### src/fum_pkg.sv
// shared constants, register codes and types for the fsk uart modulator
package fum_pkg;

    // boxcar filter length
    localparam int FILTER_TAPS = 9;
    localparam int POS_W       = (FILTER_TAPS > 1) ? $clog2(FILTER_TAPS) : 1;
    localparam logic [POS_W-1:0] POS_LAST = POS_W'(FILTER_TAPS - 1);

    // exact running sum of raw samples, signed
    localparam int SUM_W = 8 + ((FILTER_TAPS > 1) ? $clog2(FILTER_TAPS) : 0);
    localparam int MAG_W = SUM_W - 1;

    // divide by FILTER_TAPS as multiply by rounded-up reciprocal and shift
    localparam int DIV_SHIFT = 24;
    localparam longint DIV_RECIP_L =
        ((64'sd1 <<< DIV_SHIFT) + FILTER_TAPS - 1) / FILTER_TAPS;
    localparam logic [DIV_SHIFT:0] DIV_RECIP = (DIV_SHIFT + 1)'(DIV_RECIP_L);
    localparam int PROD_W = MAG_W + DIV_SHIFT + 1;

    // configuration register indexes
    localparam logic [2:0] CFG_SPACE_CYCLES  = 3'd0;
    localparam logic [2:0] CFG_MARK_CYCLES   = 3'd1;
    localparam logic [2:0] CFG_SPACE_PERIOD  = 3'd2;
    localparam logic [2:0] CFG_MARK_PERIOD   = 3'd3;
    localparam logic [2:0] CFG_AMPLITUDE     = 3'd4;

    // configuration reset values
    localparam logic [5:0] RST_SPACE_CYCLES = 6'd9;
    localparam logic [5:0] RST_MARK_CYCLES  = 6'd11;
    localparam logic [7:0] RST_SPACE_PERIOD = 8'd11;
    localparam logic [7:0] RST_MARK_PERIOD  = 8'd9;
    localparam logic [6:0] RST_AMPLITUDE    = 7'd96;

    // request codes
    localparam logic REQ_TICK = 1'b0;
    localparam logic REQ_LOAD = 1'b1;

    typedef struct packed {
        logic [5:0] space_cycles;
        logic [5:0] mark_cycles;
        logic [7:0] space_period;
        logic [7:0] mark_period;
        logic [6:0] amplitude;
    } t_cfg;

    typedef struct packed {
        logic signed [7:0] raw;
        logic              accepted;
        logic              busy;
    } t_gen_out;

    typedef struct packed {
        logic                    is_tick;
        logic signed [SUM_W-1:0] sum;
        logic                    accepted;
        logic                    busy;
    } t_stage;

endpackage

### src/fsk_uart_modulator.sv
// top level of the fsk modulator with uart framing
//
// one transaction in, one transaction out, one item per clock sustained while the output is not stalled.
// a tick transaction (req_type 0) advances the tone generator by one sample
// and returns the boxcar-filtered sample; a load transaction (req_type 1)
// puts a byte in the holding register if it is free and returns sample 0
// with load_accepted telling whether the byte was taken. holding_busy is
// the holding register state after the transaction. a held byte goes out
// at the next bit boundary as start bit, eight data bits lsb first, stop
// bit; otherwise the line idles on the mark tone. the generator and filter
// state update at the accepting edge into a stage register, and the
// divide by the tap count (reciprocal multiply) feeds the output
// register. the pipeline only stalls when both stages are full and the
// output is stalled. config registers are written through the cfg port
// (always ready) and take effect at once; write them only while the
// block is idle.
module fsk_uart_modulator (
    input  logic              i_clk,
    input  logic              i_rst_n,

    // input channel
    input  logic              i_in_valid,
    output logic              o_in_stall,
    input  logic              i_req_type,
    input  logic [7:0]        i_data_byte,

    // output channel
    output logic              o_out_valid,
    input  logic              i_out_stall,
    output logic signed [7:0] o_sample,
    output logic              o_load_accepted,
    output logic              o_holding_busy,

    // configuration write channel
    input  logic              i_cfg_valid,
    output logic              o_cfg_ready,
    input  logic [2:0]        i_cfg_index,
    input  logic [7:0]        i_cfg_data
);

    fum_pkg::t_cfg                    r_cfg;
    fum_pkg::t_gen_out                gen;
    logic signed [fum_pkg::SUM_W-1:0] next_sum;
    logic signed [7:0]                avg;

    logic            r_s1_valid;
    fum_pkg::t_stage r_s1;
    logic            r_out_valid;
    logic signed [7:0] r_sample;
    logic            r_load_accepted;
    logic            r_holding_busy;

    logic out_ready;
    logic s1_ready;
    logic accept;
    logic tick_en;

    // pipeline flow control
    assign out_ready = !r_out_valid || !i_out_stall;
    assign s1_ready  = !r_s1_valid || out_ready;
    assign accept    = i_in_valid && s1_ready;
    assign tick_en   = accept && (i_req_type == fum_pkg::REQ_TICK);

    assign o_in_stall  = !s1_ready;
    assign o_cfg_ready = 1'b1;

    // configuration registers
    always_ff @(posedge i_clk) begin
        if (!i_rst_n) begin
            r_cfg.space_cycles <= fum_pkg::RST_SPACE_CYCLES;
            r_cfg.mark_cycles  <= fum_pkg::RST_MARK_CYCLES;
            r_cfg.space_period <= fum_pkg::RST_SPACE_PERIOD;
            r_cfg.mark_period  <= fum_pkg::RST_MARK_PERIOD;
            r_cfg.amplitude    <= fum_pkg::RST_AMPLITUDE;
        end else if (i_cfg_valid) begin
            unique case (i_cfg_index)
                fum_pkg::CFG_SPACE_CYCLES: r_cfg.space_cycles <= i_cfg_data[5:0];
                fum_pkg::CFG_MARK_CYCLES:  r_cfg.mark_cycles  <= i_cfg_data[5:0];
                fum_pkg::CFG_SPACE_PERIOD: r_cfg.space_period <= i_cfg_data;
                fum_pkg::CFG_MARK_PERIOD:  r_cfg.mark_period  <= i_cfg_data;
                fum_pkg::CFG_AMPLITUDE:    r_cfg.amplitude    <= i_cfg_data[6:0];
                default: begin
                    // writes to unknown indexes are dropped
                end
            endcase
        end
    end

    // framing and tone generation; ticks advance the state, loads fill the holding register
    fum_tone_gen u_tone_gen (
        .i_clk       (i_clk),
        .i_rst_n     (i_rst_n),
        .i_en        (accept),
        .i_req_type  (i_req_type),
        .i_data_byte (i_data_byte),
        .i_cfg       (r_cfg),
        .o_gen       (gen)
    );

    // filter ring and running sum, touched by ticks only
    fum_boxcar u_boxcar (
        .i_clk   (i_clk),
        .i_rst_n (i_rst_n),
        .i_en    (tick_en),
        .i_raw   (gen.raw),
        .o_sum   (next_sum)
    );

    // stage register: exact sum plus load status
    always_ff @(posedge i_clk) begin
        if (!i_rst_n) begin
            r_s1_valid <= 1'b0;
        end else if (s1_ready) begin
            r_s1_valid <= i_in_valid;
        end
    end

    always_ff @(posedge i_clk) begin
        if (accept) begin
            r_s1.is_tick  <= (i_req_type == fum_pkg::REQ_TICK);
            r_s1.sum      <= next_sum;
            r_s1.accepted <= gen.accepted;
            r_s1.busy     <= gen.busy;
        end
    end

    // average of the ring
    fum_div u_div (
        .i_sum (r_s1.sum),
        .o_avg (avg)
    );

    // output register
    always_ff @(posedge i_clk) begin
        if (!i_rst_n) begin
            r_out_valid <= 1'b0;
        end else if (out_ready) begin
            r_out_valid <= r_s1_valid;
        end
    end

    always_ff @(posedge i_clk) begin
        if (out_ready && r_s1_valid) begin
            // a load transaction reports sample zero
            r_sample        <= r_s1.is_tick ? avg : 8'sd0;
            r_load_accepted <= r_s1.accepted;
            r_holding_busy  <= r_s1.busy;
        end
    end

    assign o_out_valid     = r_out_valid;
    assign o_sample        = r_sample;
    assign o_load_accepted = r_load_accepted;
    assign o_holding_busy  = r_holding_busy;

endmodule

### src/fum_tone_gen.sv
// uart framer, holding register and square wave tone generator
module fum_tone_gen (
    input  logic              i_clk,
    input  logic              i_rst_n,
    input  logic              i_en,
    input  logic              i_req_type,
    input  logic [7:0]        i_data_byte,
    input  fum_pkg::t_cfg     i_cfg,
    output fum_pkg::t_gen_out o_gen
);

    logic [7:0] r_hold_byte, n_hold_byte;
    logic       r_hold_full, n_hold_full;
    logic [9:0] r_frame, n_frame;
    logic [3:0] r_bits_left, n_bits_left;
    logic       r_cur_bit, n_cur_bit;
    logic [5:0] r_period_cnt, n_period_cnt;
    logic [7:0] r_sample_idx, n_sample_idx;

    logic       boundary;
    logic       p_bit;
    logic [9:0] p_frame;
    logic [3:0] p_bits_left;
    logic       p_hold_full;
    logic [7:0] per_len;
    logic [5:0] cyc_len;
    logic [6:0] half;
    logic [8:0] idx_inc;
    logic [6:0] cnt_inc;
    logic [7:0] next_idx;
    logic [5:0] next_cnt;
    logic signed [7:0] amp_s;
    logic signed [7:0] raw;
    logic       accepted;

    assign boundary = (r_period_cnt == 6'd0) && (r_sample_idx == 8'd0);
    assign amp_s    = signed'({1'b0, i_cfg.amplitude});

    // bit selection at a bit boundary
    always_comb begin
        p_bit       = r_cur_bit;
        p_frame     = r_frame;
        p_bits_left = r_bits_left;
        p_hold_full = r_hold_full;
        if (boundary) begin
            priority if (r_bits_left != 4'd0) begin
                p_bit       = r_frame[0];
                p_frame     = {1'b1, r_frame[9:1]};
                p_bits_left = r_bits_left - 4'd1;
            end else if (r_hold_full) begin
                // start bit goes out now, stop bit plus data remain
                p_bit       = 1'b0;
                p_frame     = {2'b11, r_hold_byte};
                p_bits_left = 4'd9;
                p_hold_full = 1'b0;
            end else begin
                p_bit = 1'b1;
            end
        end
    end

    // period shape and counters
    always_comb begin
        per_len = p_bit ? i_cfg.mark_period : i_cfg.space_period;
        cyc_len = p_bit ? i_cfg.mark_cycles : i_cfg.space_cycles;
        if (per_len == 8'd0) per_len = 8'd1;
        if (cyc_len == 6'd0) cyc_len = 6'd1;
        half = per_len[7:1];

        if ({1'b0, r_sample_idx} < {2'b00, half}) begin
            raw = -amp_s;
        end else if ({1'b0, r_sample_idx} < {1'b0, half, 1'b0}) begin
            raw = amp_s;
        end else begin
            raw = 8'sd0;
        end

        idx_inc  = {1'b0, r_sample_idx} + 9'd1;
        cnt_inc  = {1'b0, r_period_cnt} + 7'd1;
        next_idx = idx_inc[7:0];
        next_cnt = r_period_cnt;
        if (idx_inc >= {1'b0, per_len}) begin
            next_idx = 8'd0;
            next_cnt = (cnt_inc >= {1'b0, cyc_len}) ? 6'd0 : cnt_inc[5:0];
        end
    end

    always_comb begin
        n_hold_byte  = r_hold_byte;
        n_hold_full  = r_hold_full;
        n_frame      = r_frame;
        n_bits_left  = r_bits_left;
        n_cur_bit    = r_cur_bit;
        n_period_cnt = r_period_cnt;
        n_sample_idx = r_sample_idx;
        accepted     = 1'b0;
        if (i_en) begin
            if (i_req_type == fum_pkg::REQ_LOAD) begin
                if (!r_hold_full) begin
                    n_hold_byte = i_data_byte;
                    n_hold_full = 1'b1;
                    accepted    = 1'b1;
                end
            end else begin
                n_hold_full  = p_hold_full;
                n_frame      = p_frame;
                n_bits_left  = p_bits_left;
                n_cur_bit    = p_bit;
                n_period_cnt = next_cnt;
                n_sample_idx = next_idx;
            end
        end
    end

    always_ff @(posedge i_clk) begin
        if (!i_rst_n) begin
            r_hold_byte  <= 8'd0;
            r_hold_full  <= 1'b0;
            r_frame      <= 10'h3FF;
            r_bits_left  <= 4'd0;
            r_cur_bit    <= 1'b1;
            r_period_cnt <= 6'd0;
            r_sample_idx <= 8'd0;
        end else begin
            r_hold_byte  <= n_hold_byte;
            r_hold_full  <= n_hold_full;
            r_frame      <= n_frame;
            r_bits_left  <= n_bits_left;
            r_cur_bit    <= n_cur_bit;
            r_period_cnt <= n_period_cnt;
            r_sample_idx <= n_sample_idx;
        end
    end

    assign o_gen.raw      = raw;
    assign o_gen.accepted = accepted;
    assign o_gen.busy     = n_hold_full;

endmodule

### src/fum_boxcar.sv
// boxcar ring of raw samples with an exact running sum
module fum_boxcar (
    input  logic                             i_clk,
    input  logic                             i_rst_n,
    input  logic                             i_en,
    input  logic signed [7:0]                i_raw,
    output logic signed [fum_pkg::SUM_W-1:0] o_sum
);

    logic signed [7:0]                r_ring [fum_pkg::FILTER_TAPS];
    logic [fum_pkg::POS_W-1:0]        r_pos, n_pos;
    logic signed [fum_pkg::SUM_W-1:0] r_sum, n_sum;

    always_comb begin
        n_sum = r_sum - fum_pkg::SUM_W'(r_ring[r_pos]) + fum_pkg::SUM_W'(i_raw);
        n_pos = (r_pos == fum_pkg::POS_LAST) ? '0 : r_pos + 1'b1;
    end

    always_ff @(posedge i_clk) begin
        if (!i_rst_n) begin
            r_pos <= '0;
            r_sum <= '0;
            for (int i = 0; i < fum_pkg::FILTER_TAPS; i++) begin
                r_ring[i] <= 8'sd0;
            end
        end else if (i_en) begin
            r_pos         <= n_pos;
            r_sum         <= n_sum;
            r_ring[r_pos] <= i_raw;
        end
    end

    assign o_sum = n_sum;

endmodule

### src/fum_div.sv
// signed divide by the tap count, truncating toward zero
module fum_div (
    input  logic signed [fum_pkg::SUM_W-1:0] i_sum,
    output logic signed [7:0]                o_avg
);

    logic                          neg;
    logic [fum_pkg::SUM_W-1:0]     abs_sum;
    logic [fum_pkg::MAG_W-1:0]     mag;
    logic [fum_pkg::PROD_W-1:0]    prod;
    logic [7:0]                    quo;

    always_comb begin
        neg     = i_sum[fum_pkg::SUM_W-1];
        abs_sum = neg ? (~i_sum + 1'b1) : i_sum;
        mag     = abs_sum[fum_pkg::MAG_W-1:0];
        prod    = fum_pkg::PROD_W'(mag) * fum_pkg::PROD_W'(fum_pkg::DIV_RECIP);
        quo     = prod[fum_pkg::DIV_SHIFT +: 8];
        o_avg   = neg ? signed'(8'd0 - quo) : signed'(quo);
    end

endmodule
### config.mk
export PLATFORM = sky130hd
export DESIGN_NAME = fsk_uart_modulator
export DESIGN_NICKNAME = d
export VERILOG_FILES = /design/src/fum_pkg.sv /design/src/fsk_uart_modulator.sv /design/src/fum_tone_gen.sv /design/src/fum_boxcar.sv /design/src/fum_div.sv
export SDC_FILE = /design/constraint.sdc
export NUM_CORES = 1
export LEC_CHECK = 0
export BUFFER_PORTS_ARGS = -buffer_cell sky130_fd_sc_hd__buf_4
export CORE_ASPECT_RATIO = 1.2
export CORE_MARGIN = 5
export CORE_UTILIZATION = 43
export DETAILED_ROUTE_END_ITERATION = 7
export MAX_ROUTING_LAYER = met4
export PLACE_DENSITY_LB_ADDON = 0.25
export SYNTH_ARGS = -nofsm -noshare
export SYNTH_HDL_FRONTEND = slang
export SYNTH_HIERARCHICAL = 1
export SYNTH_SLANG_ARGS = --single-unit
export TNS_END_PERCENT = 20
### constraint.sdc
create_clock -name i_clk -period 8.8 [get_ports i_clk]
set_input_delay 2.64 -clock i_clk [delete_from_list [all_inputs] [get_ports i_clk]]
set_output_delay 2.64 -clock i_clk [all_outputs]
set_load 0.005 [all_outputs]
* Word-level counts from Yosys, hierarchy flattened *
Memories as Yosys holds them, arrays and structs flattened. A register that Yosys moved wholly into a read port is not among the register bits.
Cells that the tools add are included.
Widths: inputs -> output; s select.

storage, ports and cells
  logic and storage cells = 104
  output and inout port bits = 13
  memories = 1
  register bits = 116
  input bits = 25
  bits in writable memories = 72

memories
  name             depth  width  read ports  clocked after memory_dff  write ports  RTL line          source
  u_boxcar.r_ring  9      8      1           1                         9            fum_boxcar.sv:10  logic signed [7:0] r_ring [fum_pkg::FILTER_TAPS];

operators by class
  reductions and logical operators = 27
  add/subtract/negate cells = 9
  $mul = 1
  bitwise logic cells = 3
  mux-type cells = 31
  equal/unequal tests = 5
  order comparisons = 4

operator list
  cell                    count
  $mux 8                  6
  $mul 11x18->29 const B  1
  $mux 4                  6
  $mux 10                 2
  $mux 6                  3
  $logic_not 8->1         2
  $add 12x8->12           1
  $logic_not 6->1         2
  $mux 1                  12
  $reduce_and 2->1        6
  $sub 12x8->12           1
  $add 11x1->11 const B   1
  $mux 11                 1
  $not 11->11             1
  $add 8x1->9 const B     1
  $ge 9x8->1              1
  $lt 8x7->1              1
  $lt 8x8->1              1
  $neg 7->8               1
  $reduce_or 8->1         1
  $sub 1x8->8 const A     1
  $add 6x1->7 const B     1
  $ge 7x6->1              1
  $mux 7                  1
  other kinds (15)        25

* Longest topological paths before layout *
Gate-level depths: netlist (run 1).

  depth in word-level cells = 10
  depth in mapped cells = 28

* Cells and area by module *
The synthesis (run 1) kept the hierarchy.

modules (own cells, without submodules)
  module              area an instance (um^2)  cells an instance  times used
  fum_boxcar          7068.0                   483                1
  fum_div             3113.0                   357                1
  fum_tone_gen        2872.8                   348                1
  fsk_uart_modulator  2284.7                   179                1

* Worst setup path after synthesis (run 1) *
OpenSTA, ideal clock, no wires.

  path type = flip-flop to flip-flop
  start = register r_s1[9] (netlist bit)
  end = register r_sample[6], in the netlist o_sample[6], data pin
  arrival time = 6.162 ns
  slack = 2.384 ns
  stages on the path, launching flop included = 23
  clock period less this slack = 6.416 ns
  setup time = 0.255 ns
  cell sequence = edfxtp_1 or4_1 o31ai_1 xnor2_1 inv_1 fa_1 ha_1 inv_1 fa_1 inv_1 fa_1 fa_1 ha_1 a31oi_1 o21ai_0 a2111oi_2 o21ai_1 xnor2_1 ha_1 inv_1 o41ai_2 xnor2_1 and2_1

between the ends
  cells in the longest elaborated chain, start to end = 6

ends and longest elaborated chain
  what                    RTL line                   source
  start: declaration      fsk_uart_modulator.sv:47   fum_pkg::t_stage r_s1;
  $not 11->11             fum_div.sv:15              abs_sum = neg ? (~i_sum + 1'b1) : i_sum;
  $add 11x1->11           fum_div.sv:15
  $mux 11 (*)             fum_div.sv:15
  $mul 11x18->29 (*)      fum_div.sv:17              prod = fum_pkg::PROD_W'(mag) * fum_pkg::PROD_W'(fum_pkg::DIV_RECIP);
  $sub 1x8->8             fum_div.sv:19              o_avg = neg ? signed'(8'd0 - quo) : signed'(quo);
  $mux 8 (*)              fum_div.sv:19
  net avg[6]              fsk_uart_modulator.sv:44   logic signed [7:0] avg;
  end signal: assignment  fsk_uart_modulator.sv:145  r_sample <= r_s1.is_tick ? avg : 8'sd0;
  end: declaration        fsk_uart_modulator.sv:49   logic signed [7:0] r_sample;

The timed path passes the listed nets; every way through them passes the cells marked *.
A chain may end at the register's enable or synchronous reset.

* Worst setup path in the final report (run 1) *
  start = register r_s1[2] (netlist bit)
  end = register r_sample[7], in the netlist o_sample[7], data pin

Same word-level chain as after synthesis.

==> results.txt, run 1 <==
CTS resizes = 0
clk_skew = 19.0 ps
Worst Setup Path Type = reg2reg
Final Wtd Congestion = 0.849
initial antenna violation count = 0
layout cells sized above 1 = 9.99%
WL/cell = 17.9 um
total wire length = 33.4 mm
Yosys reg bits = 246
fraction of registers with async set/reset = 0%
setup tns final = 0 ps
post-synthesis cell area = 15300 um^2
adder-cell area share of the yosys netlist = 16.9%
hpwl dp = 24.4 mm
CTS Buffer Depth = 3
Num Clock Sinks = 246
RSZ-0062 raised after global routing = false
I/O Buffers = 36
Post-synth top cells = 153 x edfxtp_1, 144 x inv_1, 125 x ha_1
Critical Path RT = 9090 ps
global route overflow = 0
sequential share of the synthesized area = 42.1%
H-tree depth = 1
Hold WC Path Type = reg2reg
clock-pin slew on the worst setup and hold paths = 60 ps
Non-Filler Instances = 1864
Hold Buf Count CTS = 0
Post-synth EDFFs = 153
largest net degree at the start of global routing = 80
Post-CTS Setup Inserts = 0
Vias = 10.0k
chip height = 217 um
CP startpoint kind = register
All-Layer GR Usage = 17.3%
main combinational cell family by area after synthesis = adder cells
vias in the first global route = 10.3k
clk root buf = clkbuf_16
die area = 39600 um^2
final setup vio count = 0
Synth Warn # = 6
run status = completed
most common cell in the netlist = edfxtp_1
Synth Area in Compound Gates = 8.94%
largest cells by area after synthesis = edfxtp_1 30%, dfxtp_1 12%, ha_1 10%
Worst setup EP type = register
ANT cells = 0
Die W = 182 um
Yosys cell types = 87
global-route wire length before repair = 54.2 mm
Synth area leader = edfxtp_1
endpoints failing hold = 0
drc violations = 0
first-iteration detailed-routing DRC count = 680
mux cell area share after synthesis = 10.5%
TritonCTS clock tree = done
Final ANT Viol Nets = 0
pre-CTS setup slack = 1770 ps
period utilisation layout = 80.9%
max cap viols = 0
TritonCTS Buffers = 26
fmax = 140 MHz
average size of a mapped cell = 11.2 um^2
worst hold slack = 420 ps
# IOs = 38
WP data arrival = 7410 ps
Row Count = 75
worst setup margin = 1680 ps
max_slew headroom = 16.7%
Syn-to-layout area delta = 9.81%
1st-pass router iterations = 5
Post-Synthesis Cells = 1367
min Tclk post-route = 7120 ps
final net count = 1583
core area = 35100 um^2
post-synthesis simple-gate area fraction = 13.3%
top cell type's share of synthesized area = 30.0%
post-synthesis xor/xnor area fraction = 2.73%
Slew Viols, Final = 0
placed insts = 1816
initial core utilization = 43.7%
largest fanout on the critical path = 8
worst-margin pin slew = 1250 ps
Clock Latency Late Sink = 550 ps
Post-Syn Nets = 1568
via-per-instance ratio = 5.39
Top FF cell, synth = edfxtp_1
critical path, stage by stage (launching register included):
cell and delay (ps):
edfxtp_1 500, inv_1 210, ha_1 220, nand2_1 110, o31ai_1 320, xnor2_1 270
inv_1 180, fa_1 500, fa_1 460, fa_1 580, inv_1 80, fa_1 480
ha_1 310, ha_1 430, nand2_1 180, a2111oi_0 410, o2111ai_1 270, o2111a_1 340
o21bai_1 220, xor2_1 140, o41ai_2 380, xnor2_1 100, and2_1 170
stage by stage:
| stage | area, um^2 | util (%) |
|---|---|---|
| 2_1_floorplan | 15300 | - |
| 4_1_cts | 16800 | 48.0 |
| 5_1_grt | 16800 | 48.0 |
| 6_report | 16800 | 48.0 |
| 3_5_place_dp | 16000 | 45.5 |
| 3_3_place_gp | 16000 | 45.5 |
cells in the final DEF (no fill, tap or decap), types with 12 or more instances in the layout:
cell type    n
edfxtp_1   153
inv_1      144
ha_1       125
nand2_1    116
dfxtp_1     92
mux2i_1     64
nor2_1      64
and3_1      57
fa_1        51
a21oi_1     46
buf_4       45
o21ai_0     41
mux4_2      33
xnor2_1     29
clkbuf_16   28
nand3_1     28
nor2b_1     25
and2_1      19
xor2_1      17
a21o_1      15
o211ai_1    15
a21boi_0    12
kinds of logic after synthesis:
group | count (synthesis)
adders and majority gates | 176
other | 1
buffers and inverters | 206
xor gates and xnor gates | 47
DFF | 246
muxes | 108
AOI/OAI and AO/OA | 198
and+or+nand+nor | 385
layer usage:
layer	vias to the layer above	share of wire [%]	global-route usage, %
met5	-	0	-
met4	0	2.7	5.11
met3	53	2.8	1.99
met2	144	52	30.5
met1	4922	43	20.9
li1	4925	-	-
area by class of cell:
| type | count | area (um^2) |
|---|---|---|
| fill | 3231 | 18300 |
| multi-input combinational | 915 | 8050 |
| sequential | 246 | 6460 |
| clock buffer | 41 | 769 |
| tap | 462 | 578 |
| inverter | 148 | 556 |
| timing repair buffer | 45 | 338 |
| clock inverter | 7 | 97.6 |
registers in the layout, indices dropped and copies added (netlist names), 4 cells and up, named ones only:
signal	cells
o_sample	8
r_cfg	35
r_s1	15
u_boxcar/r_pos	4
u_boxcar/r_ring	128
u_boxcar/r_sum	12
u_tone_gen/r_bits_left	4
u_tone_gen/r_frame	8
u_tone_gen/r_hold_byte	8
u_tone_gen/r_period_cnt	6
u_tone_gen/r_sample_idx	8
path summary, 6_finish.rpt:
path                              start  slack, ps  depth (start not counted)               to
worst max-delay path            r_s1[2]       1680                         22      o_sample[7]
worst min-delay path            r_s1[1]        420                          0  o_load_accepted
worst max register to register  r_s1[2]       1680                         22      o_sample[7]
worst min register to register  r_s1[1]        420                          0  o_load_accepted
Power of run 1 is left out: the tool's default activity adds up to more than one toggle a clock period on the data nets, which glitch-free logic cannot reach.
==> inputs of run 2 (changes only) <==
ABC_AREA = 1   (was not set)
clock period = 5.8 ns   (was 8.8 ns; I/O delays follow)
==> results.txt, run 2 <==
CP startpoint kind = register
Worst Setup Path Type = reg2reg
drc violations = 0
Final ANT Viol Nets = 0
vias in the first global route = 13.0k
design area = 18400 um^2
period utilisation layout = 102%
Critical Path RT = 6110 ps
die area = 41300 um^2
ANT cells = 0
WL/cell = 15.2 um
Yosys cell types = 48
Worst setup EP type = register
Post-Syn Nets = 2144
Post-Synthesis Cells = 1943
Yosys reg bits = 246
CP max stage delay = 510 ps
Row Count = 77
average size of a mapped cell = 8.25 um^2
1st-pass router iterations = 5
Slowest cell on crit path = fa_1
commonest non-fill, non-tap cells in the layout = 348 x nand2_1, 316 x nor2_1, 281 x inv_1
first-iteration detailed-routing DRC count = 856
Synth Warn # = 6
Top FF cell, synth = edfxtp_1
min Tclk post-route = 5930 ps
fmax = 169 MHz
total wire length = 38.5 mm
CTS Buffer Depth = 3
core area = 36900 um^2
max cap viols = 0
Hold WC Path Type = reg2reg
Top Registers = u_boxcar/r_ring: 128 flops, r_cfg: 35 flops, r_s1: 15 flops
initial core utilization = 43.5%
chip height = 222 um
final net count = 2240
clk_skew = 24.7 ps
layout cells sized above 1 = 14.1%
placed cell areas = 17200 um^2
Vias = 12.9k
most common cell in the netlist = nand2_1
RSZ-0062 raised after global routing = true
Clock Latency Late Sink = 560 ps
fraction of registers with async set/reset = 0%
CP most frequent cell = inv_1
worst setup margin = -131 ps
Syn-to-layout area delta = 14.8%
post-synthesis cell area = 16000 um^2
TritonCTS Buffers = 28
Slew Viols, Final = 0
largest net degree at the start of global routing = 73
clk root buf = clkbuf_16
placed insts = 2479
most common library cell in the layout ignoring fill and taps = nand2_1
largest fanout on the critical path = 3
H-tree depth = 1
via-per-instance ratio = 5.08
worst hold slack = 418 ps
top cell type's share of synthesized area = 28.7%
clock-pin slew on the worst setup and hold paths = 60 ps
endpoints failing hold = 0
sequential share of the synthesized area = 40.3%
TritonCTS clock tree = done
Num Clock Sinks = 246
global route overflow = 0
hpwl dp = 28.6 mm
Die W = 186 um
Post-synth EDFFs = 153
failing checks = negative setup slack
Final Wtd Congestion = 0.908
setup tns final = -637 ps
final setup vio count = 6
All-Layer GR Usage = 19.1%
WP data arrival = 6240 ps
number of flip-flops in the largest register = 128
global-route wire length before repair = 63.5 mm
I/O Buffers = 36
largest cells by area after synthesis = edfxtp_1 29%, dfxtp_1 12%, ha_1 9.8%
Top reg by flops = u_boxcar/r_ring
worst-margin pin slew = 1190 ps
max_slew headroom = 20.9%
Non-Filler Instances = 2535
Synth area leader = edfxtp_1
# IOs = 38
run status = finished, violations left
initial antenna violation count = 0
Post-synth top cells = 358 x nand2_1, 325 x nor2_1, 287 x inv_1
## run 2: routing by layer
metal / vias to the layer above / track usage [%] / part of all wire (%)
met1: 6083 / 23.1 / 42
met3: 91 / 2.13 / 3.5
met5: - / - / 0
met4: 0 / 6.87 / 3.7
met2: 241 / 32.9 / 51
li1: 6462 / - / -
## run 2: logic make-up after synthesis
logic type | Yosys count | synth area share [%]
simple gates | 883 | 23.7
other cells | 1 | 0.0234
compound gates | 244 | 8.56
flops | 246 | 40.3
fa+ha+maj | 176 | 16.1
xor+xnor | 32 | 1.75
buf+inv | 351 | 8.99
mux | 10 | 0.624
## run 2: area by class of cell
| cell class | instances | area, um^2 |
|---|---|---|
| Clock buffer | 39 | 773 |
| Sequential cell | 246 | 6460 |
| Fill cell | 3487 | 18500 |
| Clock inverter | 13 | 134 |
| Inverter | 302 | 1140 |
| Multi-Input combinational cell | 1346 | 8460 |
| Tap cell | 474 | 593 |
| Timing Repair Buffer | 115 | 863 |
## run 2: final timing paths
path | startpoint | to | slack (ps) | depth (start not counted)
min reg2reg | r_s1[1] | o_load_accepted | 420 | 0
max | r_s1[2] | o_sample[4] | -130 | 34
max reg2reg | r_s1[2] | o_sample[4] | -130 | 34
min | r_s1[1] | o_load_accepted | 420 | 0
## run 2: repair_timing
item,4_1_cts,5_1_grt
hold buffers,0,0
endpoints found under the setup margin,7,9
gates resized for setup,10,59
pin swaps,9,34
hold endpoints to repair,0,0
setup buffers,2,2
## run 2: stage by stage
stage | utilization, % | worst slack (ps)
floorplan | - | -77.8
global placement | 46.5 | -164
detailed placement | 46.5 | -320
CTS | 49.2 | -212
global route | 49.9 | -511
finish | 49.9 | -131
## run 2: critical path, delay by kind of cell (launching register included)
kind	cells	cell delay (ps)
AOI/OAI and AO/OA	1	230
xor gates and xnor gates	2	260
adders and majority gates	8	2720
buffers and inverters	8	630
DFF	1	400
and+or+nand+nor	15	1450
Power of run 2 is left out for the same reason.
==> inputs of run 3 (changes only) <==
PLACE_DENSITY = 0.68   (was not set)
PLACE_DENSITY_LB_ADDON = not set   (was 0.25)
==> results.txt, run 3 (synthesized netlist as in run 2, its figures left out) <==
CP startpoint kind = register
worst r2r path cells = 32
total wire length = 39.0 mm
vias in the first global route = 12.6k
CTS Buffer Depth = 3
busiest grt layer = met2
I/O Buffers = 36
TritonCTS Buffers = 26
run status = finished, violations left
via-per-instance ratio = 5.07
ANT cells = 0
global route overflow = 0
die area = 41300 um^2
CP most frequent cell = inv_2
first-iteration detailed-routing DRC count = 791
layout cells sized above 1 = 17.1%
failing checks = negative setup slack
Num Clock Sinks = 246
Syn-to-layout area delta = 16.8%
initial core utilization = 43.5%
grt met2 use = 34.0%
worst setup margin = -81.4 ps
clk_skew = 20.1 ps
max_slew headroom = 22.2%
# IOs = 38
Die W = 186 um
TritonCTS clock tree = done
Vias = 12.9k
clk root buf = clkbuf_16
final setup vio count = 4
Final ANT Viol Nets = 0
most common library cell in the layout ignoring fill and taps = nand2_1
Top Registers = u_boxcar/r_ring: 128 flops, r_cfg: 35 flops, r_s1: 15 flops
H-tree depth = 1
Slowest cell on crit path = fa_2
Worst setup EP type = register
CP max stage delay = 570 ps
period utilisation layout = 101%
Worst Setup Path Type = reg2reg
Critical path origin = r_s1[2]
worst-margin pin slew = 1170 ps
GR Util met3 = 2.07%
r2r endpoint = o_sample[4]
All-Layer GR Usage = 19.2%
1st-pass router iterations = 5
Top reg by flops = u_boxcar/r_ring
Final Wtd Congestion = 0.904
Row Count = 77
commonest non-fill, non-tap cells in the layout = 338 x nand2_1, 310 x nor2_1, 274 x inv_1
chip height = 222 um
WP data arrival = 6190 ps
number of flip-flops in the largest register = 128
RSZ-0062 raised after global routing = true
WL/cell = 15.3 um
CP endpoint = o_sample[4]
fmax = 170 MHz
endpoints failing hold = 0
hold path depth = 0
initial antenna violation count = 0
global-route wire length before repair = 63.0 mm
RR Startpoint = r_s1[2]
worst hold slack = 419 ps
Critical Path RT = 6110 ps
pre-CTS setup slack = -309 ps
final net count = 2259
Clock Latency Late Sink = 550 ps
hpwl dp = 29.3 mm
Hold WC Path Type = reg2reg
core area = 36900 um^2
reg2reg setup slack = -80 ps
largest fanout on the critical path = 3
min Tclk post-route = 5880 ps
met1 Use GR = 22.5%
largest net degree at the start of global routing = 65
max cap viols = 0
drc violations = 0
clock-pin slew on the worst setup and hold paths = 60 ps
Slew Viols, Final = 0
[run 3: per-layer routing]
metal | up-vias | share of wire, % | wire, um
met4 | 0 | 3.1 | 1200
li1 | 6495 | - | -
met1 | 6088 | 40 | 15800
met3 | 65 | 4.0 | 1560
met5 | - | 0 | 0
met2 | 285 | 53 | 20500
[run 3: critical path, delay by kind of cell, from the launching register on]
kind	cells	cell delay, ps
flops	1	390
xor+xnor	2	360
buf+inv	7	420
simple gates	14	1330
fa+ha+maj	8	2950
compound gates	1	200
[run 3: metrics by stage]
step	area, um^2	util (%)	setup TNS, ps	instances
floorplan	16000	-	-138	1943
global placement	17300	46.8	-968	2490
detailed placement	17300	46.8	-1710	2490
CTS	18300	49.5	-1140	2543
global route	18700	50.7	-1990	2552
finish	18700	50.7	-262	2552
[run 3: final cells by class]
class | instances | area (um^2)
Fill cell | 3464 | 18200
Multi-Input combinational cell | 1346 | 8650
Sequential cell | 246 | 6460
Inverter | 302 | 1140
Timing Repair Buffer | 136 | 1020
Clock buffer | 30 | 676
Tap cell | 474 | 593
Clock inverter | 18 | 183
[run 3: worst min-delay path by stage]
stage                        from              end  slack [ps]
after detailed placement  r_s1[0]   o_holding_busy         410
after floorplan           r_s1[0]   o_holding_busy         400
after global placement    r_s1[1]  o_load_accepted         410
after CTS                 r_s1[0]   o_holding_busy         420
final                     r_s1[0]   o_holding_busy         420
after global routing      r_s1[0]   o_holding_busy         420
[run 3: timing repair]
item / in CTS / in global routing
resized for setup: 29 / 97
setup buffers: 5 / 9
pin swaps: 25 / 59
cloned: 0 / 0
setup endpoints to repair: 7 / 8
hold buffers: 0 / 0
Power of run 3 is left out for the same reason.
